**config.mk**
```make
export PLATFORM = sky130hd
export DESIGN_NAME = iso_timestamp_to_epoch
export DESIGN_NICKNAME = d
export VERILOG_FILES = /design/src/rtl/core/isots_pkg.sv /design/src/rtl/core/iso_timestamp_to_epoch.sv
export VERILOG_INCLUDE_DIRS = /design/src /design/src/rtl/core
export SDC_FILE = /design/constraint.sdc
export NUM_CORES = 2
export LEC_CHECK = 0
export BUFFER_PORTS_ARGS = -buffer_cell sky130_fd_sc_hd__buf_2
export CAP_MARGIN = 20
export CORE_AREA = 5 5 346 348
export CTS_CLUSTER_DIAMETER = 40
export CTS_CLUSTER_SIZE = 10
export DETAILED_ROUTE_END_ITERATION = 10
export DIE_AREA = 0 0 351 353
export PLACE_DENSITY = 0.74
export SLEW_MARGIN = 20
export SYNTH_ARGS = -nofsm -noshare
export SYNTH_HDL_FRONTEND = slang
export SYNTH_SLANG_ARGS = --single-unit
```
**constraint.sdc**
```tcl
create_clock -name clock -period 10.4 [get_ports clock]
set_input_delay 1.04 -clock clock [delete_from_list [all_inputs] [get_ports clock]]
set_output_delay 1.04 -clock clock [all_outputs]
set_load 0.05 [all_outputs]
```
**src/rtl/core/iso_timestamp_to_epoch_assert.svh**
```systemverilog
// Assertion macros for the ISO-8601 timestamp converter.
// Used by iso_timestamp_to_epoch.sv; no other dependencies.
`ifndef ISO_TIMESTAMP_TO_EPOCH_ASSERT_SVH
`define ISO_TIMESTAMP_TO_EPOCH_ASSERT_SVH

// Same-cycle implication, disabled while reset is high.
`define ITE_ASSERT_NOW(label, clk, rst, ante, cons) \
   label: assert property (@(posedge clk) disable iff (rst) (ante) |-> (cons)) \
      else $error("iso_timestamp_to_epoch: same-cycle check failed");

// Next-cycle implication, disabled while reset is high.
`define ITE_ASSERT_NEXT(label, clk, rst, ante, cons) \
   label: assert property (@(posedge clk) disable iff (rst) (ante) |=> (cons)) \
      else $error("iso_timestamp_to_epoch: next-cycle check failed");

`endif

```
**src/rtl/core/isots_pkg.sv**
```systemverilog
// Shared types and constants of the ISO-8601 timestamp converter.
// No dependencies; used by iso_timestamp_to_epoch.sv.
package isots_pkg;

   // Beat payloads
   typedef struct packed {
      logic [7:0] character;
      logic       last;
   } req_type;

   typedef struct packed {
      logic signed [63:0] epoch_seconds;
      logic [1:0]         status;
   } rsp_type;

   // Status codes
   localparam logic [1:0] ST_OK      = 2'd0;
   localparam logic [1:0] ST_SHORT   = 2'd1;
   localparam logic [1:0] ST_BAD_SEP = 2'd2;

   // Character codes
   localparam logic [7:0] CH_NUL   = 8'h00;
   localparam logic [7:0] CH_SPACE = 8'h20;
   localparam logic [7:0] CH_PLUS  = 8'h2B;
   localparam logic [7:0] CH_DASH  = 8'h2D;
   localparam logic [7:0] CH_DOT   = 8'h2E;
   localparam logic [7:0] CH_ZERO  = 8'h30;
   localparam logic [7:0] CH_NINE  = 8'h39;
   localparam logic [7:0] CH_COLON = 8'h3A;
   localparam logic [7:0] CH_T     = 8'h54;
   localparam logic [8:0] DIGIT_BIAS = 9'd48;

   // Character positions in the fixed frame YYYY-MM-DDTHH:MM:SS
   localparam logic [4:0] POS_DASH1     = 5'd4;
   localparam logic [4:0] POS_DASH2     = 5'd7;
   localparam logic [4:0] POS_SEP_T     = 5'd10;
   localparam logic [4:0] POS_COLON1    = 5'd13;
   localparam logic [4:0] POS_COLON2    = 5'd16;
   localparam logic [4:0] POS_LAST_MAIN = 5'd18;
   localparam logic [4:0] MAIN_LEN      = 5'd19;
   localparam logic [4:0] POS_SAT       = 5'd31;

   // Offset digit count
   localparam logic [2:0] OFF_HALF   = 3'd2;
   localparam logic [2:0] OFF_DIGITS = 3'd4;

   // Field and datapath widths
   localparam int YEAR_W  = 19;
   localparam int FIELD_W = 13;
   localparam int TEN_W   = 20;
   localparam int MUL_A_W = 29;
   localparam int MUL_B_W = 21;
   localparam int PROD_W  = MUL_A_W + MUL_B_W;
   localparam int DAYS_W  = 28;

   // Calendar arithmetic constants
   localparam logic signed [TEN_W-1:0]   ERA_BIAS_YEARS = 20'sd80000;  // 200 eras
   localparam logic signed [10:0]        ERA_BIAS       = 11'sd200;
   localparam logic signed [DAYS_W-1:0]  EPOCH_DAY_OFS  = 28'sd719468;
   localparam logic signed [MUL_B_W-1:0] DIV400_MUL     = 21'sd671089; // ceil(2^28/400)
   localparam int                        DIV400_SHIFT   = 28;
   localparam logic signed [MUL_B_W-1:0] DIV5_MUL       = 21'sd419431; // ceil(2^21/5)
   localparam int                        DIV5_SHIFT     = 21;
   localparam logic signed [MUL_B_W-1:0] YEARS_PER_ERA  = 21'sd400;
   localparam logic signed [MUL_B_W-1:0] MONTH_MUL      = 21'sd153;
   localparam logic signed [MUL_B_W-1:0] DAYS_PER_YEAR  = 21'sd365;
   localparam logic signed [MUL_B_W-1:0] DAYS_PER_ERA   = 21'sd146097;
   localparam logic signed [MUL_B_W-1:0] SEC_PER_DAY    = 21'sd86400;
   localparam logic signed [MUL_B_W-1:0] SEC_PER_HOUR   = 21'sd3600;
   localparam logic signed [MUL_B_W-1:0] SEC_PER_MIN    = 21'sd60;

   // acc * 10 + digit, two shifts and adds
   function automatic logic signed [TEN_W-1:0] times_ten_plus(
      input logic signed [TEN_W-1:0] acc,
      input logic signed [8:0]       digit
   );
      logic signed [TEN_W-1:0] digit_ext;
      digit_ext = {{(TEN_W-9){digit[8]}}, digit};
      return (acc <<< 3) + (acc <<< 1) + digit_ext;
   endfunction

endpackage

```
**src/rtl/core/iso_timestamp_to_epoch.sv**
```systemverilog
// ISO-8601 timestamp text to POSIX seconds, one character per beat.
// Depends on isots_pkg and iso_timestamp_to_epoch_assert.svh.
`include "iso_timestamp_to_epoch_assert.svh"

// While idle the block takes one character beat per cycle and folds it into
// the field accumulators through one shared times-ten adder. The beat marked
// last closes the string: a short or badly separated string returns its
// status (epoch 0) as set in the check state; a well-formed one goes through
// days-from-civil arithmetic on one shared 29x21 multiplier. req_ready is low
// from the last beat until the result beat is taken, then rises the next
// cycle. Division by 400 and by 5 use reciprocal multiplies on that unit.
module iso_timestamp_to_epoch (
   input  logic                clock,
   input  logic                reset,
   input  logic                req_valid,
   output logic                req_ready,
   input  isots_pkg::req_type  req_data,
   output logic                rsp_valid,
   input  logic                rsp_ready,
   output isots_pkg::rsp_type  rsp_data
);

   typedef enum logic [3:0] {
      S_IDLE, S_CHECK, S_ERA_MUL, S_ERA_BACK, S_YOE, S_DOY_DIV, S_DOY, S_DOE,
      S_DAYS, S_DSEC, S_SUM_SEC, S_SUM_HOUR, S_SUM_MIN, S_SUM_OFFH, S_SUM_OFFM,
      S_OUT
   } state_type;

   typedef enum logic [2:0] {
      PH_MAIN, PH_TAIL, PH_FRAC, PH_OFFS, PH_DONE
   } phase_type;

   localparam int FW = isots_pkg::FIELD_W;
   localparam int YW = isots_pkg::YEAR_W;
   localparam int PW = isots_pkg::PROD_W;
   localparam int DW = isots_pkg::DAYS_W;

   // Sequencer and output
   state_type           state_ff, state_in;
   isots_pkg::rsp_type  rsp_ff, rsp_in;
   logic                rsp_valid_ff, rsp_valid_in;

   // Parser state
   phase_type           phase_ff, phase_in;
   logic [4:0]          pos_ff, pos_in;
   logic signed [YW-1:0] year_ff, year_in;
   logic signed [FW-1:0] month_ff, month_in, day_ff, day_in;
   logic signed [FW-1:0] hour_ff, hour_in, minute_ff, minute_in, second_ff, second_in;
   logic signed [FW-1:0] off_hr_ff, off_hr_in, off_min_ff, off_min_in;
   logic                fmt_ok_ff, fmt_ok_in, off_neg_ff, off_neg_in;
   logic [2:0]          off_cnt_ff, off_cnt_in;

   // Conversion datapath
   logic [YW-1:0]       yp_ff, yp_in;
   logic [9:0]          eraq_ff, eraq_in;
   logic [8:0]          yoe_ff, yoe_in;
   logic                neg_ff, neg_in;
   logic signed [DW-1:0] days_ff, days_in;
   logic signed [63:0]  res_ff, res_in;
   logic signed [PW-1:0] prod_ff, prod_in;

   // Shared multiplier operands
   logic signed [isots_pkg::MUL_A_W-1:0] mul_a;
   logic signed [isots_pkg::MUL_B_W-1:0] mul_b;

   // Combinational helpers
   logic                req_accept;
   logic                rsp_failed;
   logic [7:0]          ch;
   logic signed [8:0]   digit;
   logic                sign_ch;
   logic signed [isots_pkg::TEN_W-1:0] ten_acc, ten_out;
   logic                month_le2;
   logic signed [FW-1:0] mo_adj;
   logic signed [isots_pkg::TEN_W-1:0] year_adj, yp_wide;
   logic signed [10:0]  era;
   logic signed [isots_pkg::TEN_W-1:0] doy_num;
   logic [18:0]         doy_mag;
   logic [YW-1:0]       yoe_diff;
   logic [16:0]         q5;
   logic signed [DW-1:0] q5_ext, doy_term;
   logic [1:0]          cent;
   logic signed [63:0]  prod_ext, off_sum;
   logic                off_full;
   logic                clear_parse;

   assign req_accept = req_valid && req_ready;
   assign req_ready  = (state_ff == S_IDLE);
   assign rsp_valid  = rsp_valid_ff;
   assign rsp_data   = rsp_ff;
   assign rsp_failed = rsp_valid && (rsp_data.status != isots_pkg::ST_OK);

   assign ch      = req_data.character;
   assign digit   = $signed({1'b0, ch}) - $signed(isots_pkg::DIGIT_BIAS);
   assign sign_ch = (ch == isots_pkg::CH_PLUS) || (ch == isots_pkg::CH_DASH);

   // Operand select for the shared times-ten adder
   always_comb begin
      ten_acc = '0;
      if (phase_ff == PH_OFFS) begin
         if (off_cnt_ff < isots_pkg::OFF_HALF) begin
            ten_acc = {{7{off_hr_ff[FW-1]}}, off_hr_ff};
         end else begin
            ten_acc = {{7{off_min_ff[FW-1]}}, off_min_ff};
         end
      end else begin
         case (pos_ff)
            5'd0, 5'd1, 5'd2, 5'd3: ten_acc = {year_ff[YW-1], year_ff};
            5'd5, 5'd6:             ten_acc = {{7{month_ff[FW-1]}}, month_ff};
            5'd8, 5'd9:             ten_acc = {{7{day_ff[FW-1]}}, day_ff};
            5'd11, 5'd12:           ten_acc = {{7{hour_ff[FW-1]}}, hour_ff};
            5'd14, 5'd15:           ten_acc = {{7{minute_ff[FW-1]}}, minute_ff};
            default:                ten_acc = {{7{second_ff[FW-1]}}, second_ff};
         endcase
      end
   end

   assign ten_out = isots_pkg::times_ten_plus(ten_acc, digit);

   // Year shifted into March-based years, biased positive for the /400
   assign month_le2 = (month_ff <= 13'sd2);
   assign mo_adj    = month_le2 ? month_ff + 13'sd9 : month_ff - 13'sd3;
   assign year_adj  = {year_ff[YW-1], year_ff} - (month_le2 ? 20'sd1 : 20'sd0);
   assign yp_wide   = year_adj + isots_pkg::ERA_BIAS_YEARS;
   assign era       = $signed({1'b0, eraq_ff}) - isots_pkg::ERA_BIAS;
   assign yoe_diff  = yp_ff - prod_ff[YW-1:0];

   // (153*m' + 2) as sign and magnitude for the /5 reciprocal
   assign doy_num = prod_ff[isots_pkg::TEN_W-1:0] + 20'sd2;
   assign doy_mag = doy_num[isots_pkg::TEN_W-1] ? 19'(-doy_num) : doy_num[18:0];

   // Truncating quotient back to signed
   assign q5       = prod_ff[isots_pkg::DIV5_SHIFT +: 17];
   assign q5_ext   = $signed({11'd0, q5});
   assign doy_term = neg_ff ? -q5_ext : q5_ext;
   assign cent     = (yoe_ff >= 9'd300) ? 2'd3 :
                     (yoe_ff >= 9'd200) ? 2'd2 :
                     (yoe_ff >= 9'd100) ? 2'd1 : 2'd0;

   assign prod_ext = {{(64-PW){prod_ff[PW-1]}}, prod_ff};
   assign off_sum  = off_neg_ff ? res_ff + prod_ext : res_ff - prod_ext;
   assign off_full = (off_cnt_ff == isots_pkg::OFF_DIGITS);

   // Shared multiplier, registered
   assign prod_in = mul_a * mul_b;

   // Next-state logic: parser, sequencer, datapath
   always_comb begin
      state_in     = state_ff;
      rsp_in       = rsp_ff;
      rsp_valid_in = rsp_valid_ff;
      phase_in     = phase_ff;
      pos_in       = pos_ff;
      year_in      = year_ff;
      month_in     = month_ff;
      day_in       = day_ff;
      hour_in      = hour_ff;
      minute_in    = minute_ff;
      second_in    = second_ff;
      off_hr_in    = off_hr_ff;
      off_min_in   = off_min_ff;
      fmt_ok_in    = fmt_ok_ff;
      off_neg_in   = off_neg_ff;
      off_cnt_in   = off_cnt_ff;
      yp_in        = yp_ff;
      eraq_in      = eraq_ff;
      yoe_in       = yoe_ff;
      neg_in       = neg_ff;
      days_in      = days_ff;
      res_in       = res_ff;
      mul_a        = '0;
      mul_b        = '0;
      clear_parse  = 1'b0;

      // Character parser
      if (req_accept && (phase_ff != PH_DONE)) begin
         if (ch == isots_pkg::CH_NUL) begin
            phase_in = PH_DONE;
         end else begin
            if (pos_ff != isots_pkg::POS_SAT) begin
               pos_in = pos_ff + 5'd1;
            end
            case (phase_ff)
               PH_MAIN: begin
                  case (pos_ff)
                     isots_pkg::POS_DASH1, isots_pkg::POS_DASH2: begin
                        if (ch != isots_pkg::CH_DASH) fmt_ok_in = 1'b0;
                     end
                     isots_pkg::POS_SEP_T: begin
                        if (ch != isots_pkg::CH_T && ch != isots_pkg::CH_SPACE) begin
                           fmt_ok_in = 1'b0;
                        end
                     end
                     isots_pkg::POS_COLON1, isots_pkg::POS_COLON2: begin
                        if (ch != isots_pkg::CH_COLON) fmt_ok_in = 1'b0;
                     end
                     5'd0, 5'd1, 5'd2, 5'd3: year_in   = ten_out[YW-1:0];
                     5'd5, 5'd6:             month_in  = ten_out[FW-1:0];
                     5'd8, 5'd9:             day_in    = ten_out[FW-1:0];
                     5'd11, 5'd12:           hour_in   = ten_out[FW-1:0];
                     5'd14, 5'd15:           minute_in = ten_out[FW-1:0];
                     default:                second_in = ten_out[FW-1:0];
                  endcase
                  if (pos_ff == isots_pkg::POS_LAST_MAIN) phase_in = PH_TAIL;
               end
               PH_TAIL: begin
                  if (ch == isots_pkg::CH_DOT) begin
                     phase_in = PH_FRAC;
                  end else if (sign_ch) begin
                     off_neg_in = (ch == isots_pkg::CH_DASH);
                     phase_in   = PH_OFFS;
                  end else begin
                     phase_in = PH_DONE;
                  end
               end
               PH_FRAC: begin
                  if (ch < isots_pkg::CH_ZERO || ch > isots_pkg::CH_NINE) begin
                     if (sign_ch) begin
                        off_neg_in = (ch == isots_pkg::CH_DASH);
                        phase_in   = PH_OFFS;
                     end else begin
                        phase_in = PH_DONE;
                     end
                  end
               end
               PH_OFFS: begin
                  // colon between offset hours and minutes is skipped
                  if (!(off_cnt_ff == isots_pkg::OFF_HALF && ch == isots_pkg::CH_COLON)) begin
                     if (off_cnt_ff < isots_pkg::OFF_HALF) begin
                        off_hr_in = ten_out[FW-1:0];
                     end else begin
                        off_min_in = ten_out[FW-1:0];
                     end
                     off_cnt_in = off_cnt_ff + 3'd1;
                     if (off_cnt_in == isots_pkg::OFF_DIGITS) phase_in = PH_DONE;
                  end
               end
               default: begin
               end
            endcase
         end
      end

      // Conversion sequencer
      case (state_ff)
         S_IDLE: begin
            if (req_accept && req_data.last) state_in = S_CHECK;
         end
         S_CHECK: begin
            if (pos_ff < isots_pkg::MAIN_LEN) begin
               rsp_in.epoch_seconds = '0;
               rsp_in.status        = isots_pkg::ST_SHORT;
               rsp_valid_in         = 1'b1;
               clear_parse          = 1'b1;
               state_in             = S_OUT;
            end else if (!fmt_ok_ff) begin
               rsp_in.epoch_seconds = '0;
               rsp_in.status        = isots_pkg::ST_BAD_SEP;
               rsp_valid_in         = 1'b1;
               clear_parse          = 1'b1;
               state_in             = S_OUT;
            end else begin
               state_in = S_ERA_MUL;
            end
         end
         S_ERA_MUL: begin
            // biased year times reciprocal of 400
            yp_in    = yp_wide[YW-1:0];
            mul_a    = {10'd0, yp_wide[YW-1:0]};
            mul_b    = isots_pkg::DIV400_MUL;
            state_in = S_ERA_BACK;
         end
         S_ERA_BACK: begin
            eraq_in  = prod_ff[isots_pkg::DIV400_SHIFT +: 10];
            mul_a    = {19'd0, prod_ff[isots_pkg::DIV400_SHIFT +: 10]};
            mul_b    = isots_pkg::YEARS_PER_ERA;
            state_in = S_YOE;
         end
         S_YOE: begin
            yoe_in   = yoe_diff[8:0];
            mul_a    = {{16{mo_adj[FW-1]}}, mo_adj};
            mul_b    = isots_pkg::MONTH_MUL;
            state_in = S_DOY_DIV;
         end
         S_DOY_DIV: begin
            neg_in   = doy_num[isots_pkg::TEN_W-1];
            mul_a    = {10'd0, doy_mag};
            mul_b    = isots_pkg::DIV5_MUL;
            state_in = S_DOY;
         end
         S_DOY: begin
            // doy + yoe/4 - yoe/100 - epoch offset
            days_in  = doy_term + {{(DW-FW){day_ff[FW-1]}}, day_ff} - 28'sd1
                       + $signed({21'd0, yoe_ff[8:2]}) - $signed({26'd0, cent})
                       - isots_pkg::EPOCH_DAY_OFS;
            mul_a    = {20'd0, yoe_ff};
            mul_b    = isots_pkg::DAYS_PER_YEAR;
            state_in = S_DOE;
         end
         S_DOE: begin
            days_in  = days_ff + prod_ff[DW-1:0];
            mul_a    = {{18{era[10]}}, era};
            mul_b    = isots_pkg::DAYS_PER_ERA;
            state_in = S_DAYS;
         end
         S_DAYS: begin
            days_in  = days_ff + prod_ff[DW-1:0];
            state_in = S_DSEC;
         end
         S_DSEC: begin
            mul_a    = {days_ff[DW-1], days_ff};
            mul_b    = isots_pkg::SEC_PER_DAY;
            state_in = S_SUM_SEC;
         end
         S_SUM_SEC: begin
            res_in   = prod_ext + {{(64-FW){second_ff[FW-1]}}, second_ff};
            mul_a    = {{16{hour_ff[FW-1]}}, hour_ff};
            mul_b    = isots_pkg::SEC_PER_HOUR;
            state_in = S_SUM_HOUR;
         end
         S_SUM_HOUR: begin
            res_in   = res_ff + prod_ext;
            mul_a    = {{16{minute_ff[FW-1]}}, minute_ff};
            mul_b    = isots_pkg::SEC_PER_MIN;
            state_in = S_SUM_MIN;
         end
         S_SUM_MIN: begin
            // truncated offset counts as zero
            res_in   = res_ff + prod_ext;
            mul_a    = off_full ? {{16{off_hr_ff[FW-1]}}, off_hr_ff} : '0;
            mul_b    = isots_pkg::SEC_PER_HOUR;
            state_in = S_SUM_OFFH;
         end
         S_SUM_OFFH: begin
            res_in   = off_sum;
            mul_a    = off_full ? {{16{off_min_ff[FW-1]}}, off_min_ff} : '0;
            mul_b    = isots_pkg::SEC_PER_MIN;
            state_in = S_SUM_OFFM;
         end
         S_SUM_OFFM: begin
            rsp_in.epoch_seconds = off_sum;
            rsp_in.status        = isots_pkg::ST_OK;
            rsp_valid_in         = 1'b1;
            clear_parse          = 1'b1;
            state_in             = S_OUT;
         end
         S_OUT: begin
            if (rsp_ready) begin
               rsp_valid_in = 1'b0;
               state_in     = S_IDLE;
            end
         end
         default: begin
            state_in = S_IDLE;
         end
      endcase

      // Parser back to its start values once a result is formed
      if (clear_parse) begin
         phase_in   = PH_MAIN;
         pos_in     = '0;
         year_in    = '0;
         month_in   = '0;
         day_in     = '0;
         hour_in    = '0;
         minute_in  = '0;
         second_in  = '0;
         off_hr_in  = '0;
         off_min_in = '0;
         fmt_ok_in  = 1'b1;
         off_neg_in = 1'b0;
         off_cnt_in = '0;
      end
   end

   // State and registered outputs
   always_ff @(posedge clock) begin
      if (reset) begin
         state_ff     <= S_IDLE;
         rsp_valid_ff <= 1'b0;
         phase_ff     <= PH_MAIN;
         pos_ff       <= '0;
         year_ff      <= '0;
         month_ff     <= '0;
         day_ff       <= '0;
         hour_ff      <= '0;
         minute_ff    <= '0;
         second_ff    <= '0;
         off_hr_ff    <= '0;
         off_min_ff   <= '0;
         fmt_ok_ff    <= 1'b1;
         off_neg_ff   <= 1'b0;
         off_cnt_ff   <= '0;
      end else begin
         state_ff     <= state_in;
         rsp_valid_ff <= rsp_valid_in;
         rsp_ff       <= rsp_in;
         phase_ff     <= phase_in;
         pos_ff       <= pos_in;
         year_ff      <= year_in;
         month_ff     <= month_in;
         day_ff       <= day_in;
         hour_ff      <= hour_in;
         minute_ff    <= minute_in;
         second_ff    <= second_in;
         off_hr_ff    <= off_hr_in;
         off_min_ff   <= off_min_in;
         fmt_ok_ff    <= fmt_ok_in;
         off_neg_ff   <= off_neg_in;
         off_cnt_ff   <= off_cnt_in;
         yp_ff        <= yp_in;
         eraq_ff      <= eraq_in;
         yoe_ff       <= yoe_in;
         neg_ff       <= neg_in;
         days_ff      <= days_in;
         res_ff       <= res_in;
         prod_ff      <= prod_in;
      end
   end

   // Checks
   `ITE_ASSERT_NOW(a_no_req_while_rsp, clock, reset, rsp_valid, !req_ready)
   `ITE_ASSERT_NOW(a_fail_gives_zero, clock, reset, rsp_failed, rsp_data.epoch_seconds == 64'sd0)
   `ITE_ASSERT_NEXT(a_last_beat_busy, clock, reset, req_accept && req_data.last, !req_ready)
   `ITE_ASSERT_NEXT(a_rsp_taken_idle, clock, reset, rsp_valid && rsp_ready, req_ready && !rsp_valid)

endmodule
```
## Yosys cells after proc, flatten, opt, wreduce, memory -nomap -nowiden

Index checks and enable logic that the tools add are counted.
W data, S select, Z words.

- Register bits after elaboration: 365
- Input port bits: 13
- Output and inout bits: 68
- Logic and storage cells: 222

- $add $sub $neg: 23
- $mul: 1
- Order comparisons: 8
- Equal/unequal tests: 60
- Multiplexer cells: 48
- Bitwise logic cells: 5
- Reduce and logical (&&, ||, !) cells: 53

Operators by type and width:

| kind | number |
|---|---|
| $pmux W29 S11 | 1 |
| $pmux W64 S3 | 1 |
| $pmux W20 S9 | 1 |
| $mux W66 | 2 |
| $pmux W66 S2 | 1 |
| $pmux W18 S5 | 1 |
| $add A64 B50 Y64 | 1 |
| $mux W64 | 1 |
| $pmux W4 S16 | 1 |
| $sub A64 B50 Y64 | 1 |
| $mux W29 | 2 |
| $add A28 B28 Y28 | 2 |
| $pmux W28 S2 | 1 |
| $add A50 B13 Y51 | 1 |
| $mul A29 B21 Y50 | 1 |
| $eq A5 B4 Y1 const B | 8 |
| $mux W18 | 2 |
| $eq A4 B4 Y1 const B | 8 |
| $eq A8 B6 Y1 const B | 4 |
| $add A28 B7 Y28 | 1 |
| $mux W28 | 1 |
| $neg A17 Y28 | 1 |
| $reduce_and A4 Y1 | 7 |
| $sub A28 B1 Y28 const B | 1 |
| other kinds (67) | 147 |

## Longest topological paths before layout

- Depth in word-level cells: 8
- Depth in mapped cells: 47
- Depth with buffers taken out: 45

## Worst setup path before layout

No wires, ideal clock.

- Kind: register -> register
- Start point: register month_ff[0]
- End point: register prod_ff[49], data pin
- Setup time: 0.259 ns
- Arrival: 9.881 ns
- Required time: 10.141 ns
- Path slack: 0.260 ns
- Stages on the path, launching flop included: 44
- Buffers on the path: 2
- Period minus slack after synthesis: 10.140 ns
- Cells stage by stage: dfxtp_1 inv_1 ha_1 o2111ai_1 nand2b_1 inv_1 ha_1 a211o_1 a21o_1 a21oi_1 o21bai_1 a31o_1 a21oi_1 o21ai_1 xor2_1 a21o_1 buf_2 a21oi_1 (+8 left out) fa_1 fa_1 fa_1 inv_1 fa_1 inv_1 ha_1 a21oi_1 o21ai_0 a211oi_1 o21ai_1 a211o_1 a41oi_1 a21boi_1 a41oi_1 o21ai_1 a21oi_1 xnor2_1

- Word-level cells in the longest chain between the ends: 6
- Elaborated cells on any way between the ends: 9
- Classes of those cells: add/sub: 4; mul: 1; order compare: 1; mux: 3

RTL lines:

| element | RTL line | source |
|---|---|---|
| start, declared | iso_timestamp_to_epoch.sv:47 | `logic signed [FW-1:0] month_ff, month_in, day_ff, day_in;` |
| start signal, assigned | iso_timestamp_to_epoch.sv:401 | `month_ff <= month_in;` |
| $le A13 B3 Y1 | iso_timestamp_to_epoch.sv:121 | `assign month_le2 = (month_ff <= 13'sd2);` |
| $mux W1 | iso_timestamp_to_epoch.sv:123 | `assign year_adj = {year_ff[YW-1], year_ff} - (month_le2 ? 20'sd1 : 20'sd0);` |
| $sub A19 B2 Y19 | iso_timestamp_to_epoch.sv:123 |  |
| $add A19 B18 Y19 | iso_timestamp_to_epoch.sv:124 | `assign yp_wide = year_adj + isots_pkg::ERA_BIAS_YEARS;` |
| $pmux W29 S11 * | iso_timestamp_to_epoch.sv:245 | `case (state_ff)` |
| $mul A29 B21 Y50 * | iso_timestamp_to_epoch.sv:145 | `assign prod_in = mul_a * mul_b;` |
| via prod_in[49] | iso_timestamp_to_epoch.sv:60 | `logic signed [PW-1:0] prod_ff, prod_in;` |
| end signal, assigned | iso_timestamp_to_epoch.sv:417 | `prod_ff <= prod_in;` |
| end, declared | iso_timestamp_to_epoch.sv:60 |  |

Mark *: on every way through the listed nets, which the timed path passes. The rest lies on a longest branch.
A chain may end at the register's enable or synchronous reset.

## Worst setup path after layout

- Start point: register month_ff[5]
- End point: register prod_ff[41], data pin

Same word-level chain as after synthesis.

==> impl_metrics.env <==
export IMPL_worstSetupEndpoint="prod_ff[41]"
export IMPL_place_congestion=0.988
export IMPL_p_leak_nw=27.4
export IMPL_worst_case_hold_slack_ns=0.466
export IMPL_average_size_of_a_mapped_cell_um2=8.48
export IMPL_num_rows=125
export IMPL_power_switching_fraction_pct=52.7
export IMPL_power_share_combinational_pct=77.6
export IMPL_clock_insertion_delay_worst_skew_ns=0.65
export IMPL_grt_pass1_wl_mm=279
export IMPL_timing_worst_slew_pin_value_ns=1.30
export IMPL_portBuffers=80
export IMPL_cts_reportedPaths_clkPinSlew_ns=0.06
export IMPL_gr_usage_all_layers_pct=29.0
export IMPL_cp_data_arrival_time_ns=10.75
export IMPL_power_total_w=0.0230
export IMPL_routed_via_count=48017
export IMPL_fp_dieH_um=353
export IMPL_totalNegativeSetupSlack_ns=0
export IMPL_final_nets=7613
export IMPL_yosys_warnings=0
export IMPL_post_route_period_util_pct=99.6
export IMPL_start_util_pct=45.8
export IMPL_max_slew_margin_rel_pct=13.3
export IMPL_synth_cell_types=111
export IMPL_synthesis_area_um2=53100
export IMPL_clock_skew_ns=0.0336
export IMPL_maxSlewViolCount=0
export IMPL_clkPwrFrac_pct=10.7
export IMPL_cellPowerDensity_nw_per_um2=382
export IMPL_p_int_w=0.0109
export IMPL_r2r_cell_count=48
export IMPL_relative_contribution_of_sequential_cells_to_total_power_pct=11.8
export IMPL_postRouteWirelength_mm=185
export IMPL_placed_cell_area_um2=56700
export IMPL_max_freq_ghz=0.0965
export IMPL_post_place_cells=7920
export IMPL_total_area_of_multi_input_combinational_cells_um2=39700
export IMPL_ioPinCount=81
export IMPL_fill_cells=10756
export IMPL_yosys_register_bits=365
export IMPL_worst_hold_path_type="reg2reg"
export IMPL_layout_commonest_cell="inv_1"
export IMPL_detailedRoute_firstIterationViolations=4721
export IMPL_postRouteAntennaNets=0
export IMPL_worst_setup_path_type="reg2reg"
export IMPL_layout_area_seq_um2=9680
export IMPL_cts_root_buf="clkbuf_16"
export IMPL_worstReg2RegEnd="prod_ff[41]"
export IMPL_max_cap_viol_count=0
export IMPL_postSynthCellCount=6259
export IMPL_cts_sinks=365
export IMPL_drt_wirelength_per_cell_um=22.9
export IMPL_setup_worst_path_start_class="flop"
export IMPL_critical_path_peak_fanout=6
export IMPL_rrSetupSlack_ns=0.04
export IMPL_drc=0
export IMPL_synth_enable_flop_cells=237
export IMPL_synth_async_reset_ratio_pct=0
export IMPL_crit_slowest_cell="fa_1"
export IMPL_fin_hold_viols=0
export IMPL_grt_antenna_before_repair=3
export IMPL_route_detailed_vias_per_inst=5.93
export IMPL_place_hpwl_mm=149
export IMPL_ys_dominant_reg_cell="edfxtp_1"
export IMPL_cts_htree_levels=3
export IMPL_fp_dieArea_um2=124000
export IMPL_cpPeakStageDelay_ns=0.56
export IMPL_outcome="complete, no violations"
export IMPL_cts_buffers=72
export IMPL_clockBufferDepth=3
export IMPL_worstSetupEndpointType="flop"
export IMPL_rr_startpoint="month_ff[5]"
export IMPL_cts_tree="done"
export IMPL_fin_cells=8099
export IMPL_critical_path_most_common_cell="buf_4"
export IMPL_die_width_um=351
export IMPL_layout_area_overhead_vs_synth_pct=13.6
export IMPL_drive_above_1_share_pct=11.3
export IMPL_seq_area_frac_synth_pct=18.2
export IMPL_timing_final_setup_violations=0
export IMPL_critical_path_startpoint="month_ff[5]"
export IMPL_vdd_drop_max_v=0.000327
export IMPL_grt_overflow_total=0
export IMPL_total_switching_power_w=0.0121
export IMPL_standard_cell_core_area_um2=116000
export IMPL_drt_pre_antenna_iters=8
export IMPL_largest_net_degree_at_the_start_of_global_routing=87
export IMPL_grt_pass1_vias=47586
export IMPL_layout_min_cycle_time_ns=10.36
export IMPL_unrepaired_setup_endpoints_after_global_routing="yes"
export IMPL_timing_critical_path_required_ns=10.79
export IMPL_post_route_cell_area_um2=60300
export IMPL_mostFrequentLayoutCells="inv_1 (957), nand2_1 (653), fa_1 (561), nor2_1 (512), ha_1 (493)"
synth_stat cells (63+ instances only):
master | n | share of area [%]
edfxtp_1 | 237 | 13
dfxtp_1 | 128 | 4.8
nor3_1 | 74 | 0.70
a21o_1 | 125 | 1.8
clkbuf_1 | 193 | 1.4
nand3_1 | 84 | 0.79
inv_1 | 965 | 6.8
o21ai_0 | 203 | 1.9
fa_1 | 571 | 22
nor2_1 | 523 | 3.7
a21oi_1 | 492 | 4.6
xnor2_1 | 232 | 3.8
ha_1 | 512 | 12
xor2_1 | 87 | 1.4
o21bai_1 | 63 | 0.89
nand2_1 | 659 | 4.7
power by group through the flow:
stage / Clock [W] / Sequential [W] / Combinational (W)
2_1_floorplan: 0 / 0.00266 / 0.0112
3_3_place_gp: 0 / 0.00270 / 0.0163
3_5_place_dp: 0 / 0.00270 / 0.0166
4_1_cts: 0.00248 / 0.00268 / 0.0168
5_1_grt: 0.00255 / 0.00271 / 0.0195
6_report: 0.00246 / 0.00271 / 0.0179
stage by stage:
stage,util (%),setup WS [ns]
final,52.1,0.0368
after global routing,52.1,-0.226
after CTS,51.3,0.0240
after detailed placement,48.9,-0.328
after global placement,48.9,-0.236
after floorplan,-,0.260
flip-flops by register name, indices dropped and copies added, names as in the netlist, 4 cells and up:
register    flops
prod_ff        50
off_min_ff     13
pos_ff          5
yp_ff           9
res_ff         64
month_ff       13
year_ff        19
rsp_data       66
minute_ff      13
state_ff        4
second_ff      13
hour_ff        13
days_ff        28
yoe_ff          9
eraq_ff        10
day_ff         13
off_hr_ff      13
how the worst min path moves through the flow:
stage	startpoint	end	slack (ns)	depth (start not counted)
final	off_min_ff[11]	off_min_ff[11]	0.47	2
after global routing	off_min_ff[11]	off_min_ff[11]	0.49	2
after CTS	off_min_ff[11]	off_min_ff[11]	0.47	2
after detailed placement	off_hr_ff[7]	off_hr_ff[7]	0.46	2
after global placement	fmt_ok_ff	fmt_ok_ff	0.44	1
after floorplan	fmt_ok_ff	fmt_ok_ff	0.43	1
cells by family (layout without fill, tap and decap cells):
group / after synthesis / after routing / synth area share (%)
AO/OA/AOI/OAI: 1463 / 1463 / 18.1
XOR/XNOR: 320 / 320 / 5.29
adder cells (fa/ha/maj): 1084 / 1084 / 33.6
buffers and inverters: 1228 / 1503 / 8.83
flip-flops: 365 / 365 / 18.2
multiplexers: 53 / 53 / 1.01
other: 2 / 43 / 0.0141
AND/OR/NAND/NOR: 1744 / 1744 / 15.0
critical path, delay by kind of cell, from the launching register on:
family                     cells  cell delay (ns)
AOI/OAI and AO/OA              9             1.96
xor gates and xnor gates       2             0.24
adders and majority gates      8             3.73
buffers and inverters         24             2.95
DFF                            1             0.33
and+or+nand+nor                5             0.87
layout make-up:
cell class / instances / share of cell area, %
clock buffer: 82 / 3.15
inverter: 980 / 6.12
multi-input combinational: 4706 / 65.7
clock inverter: 49 / 1.09
tap: 1524 / 3.16
sequential: 365 / 16.0
timing repair buffer: 392 / 4.71
antenna: 1 / 0.00415
timing repair:
item | in CTS | in global routing
resized for setup | 15 | 127
gates cloned | 0 | 3
pin swaps | 6 | 82
buffers inserted | 17 | 27
endpoints found under the setup margin | 12 | 20
hold buffers | 0 | 0
metal layers:
layer	GRT usage, %	share of wire, %	routed length (um)	vias to the layer above
li1	-	-	-	21667
met1	37.9	40	73400	23435
met2	46.6	45	84100	2414
met3	4.91	9.5	17500	499
met4	14.1	5.6	10400	2
met5	0	0.0075	14	-
Note: power is estimated with default switching activity, not from simulation.
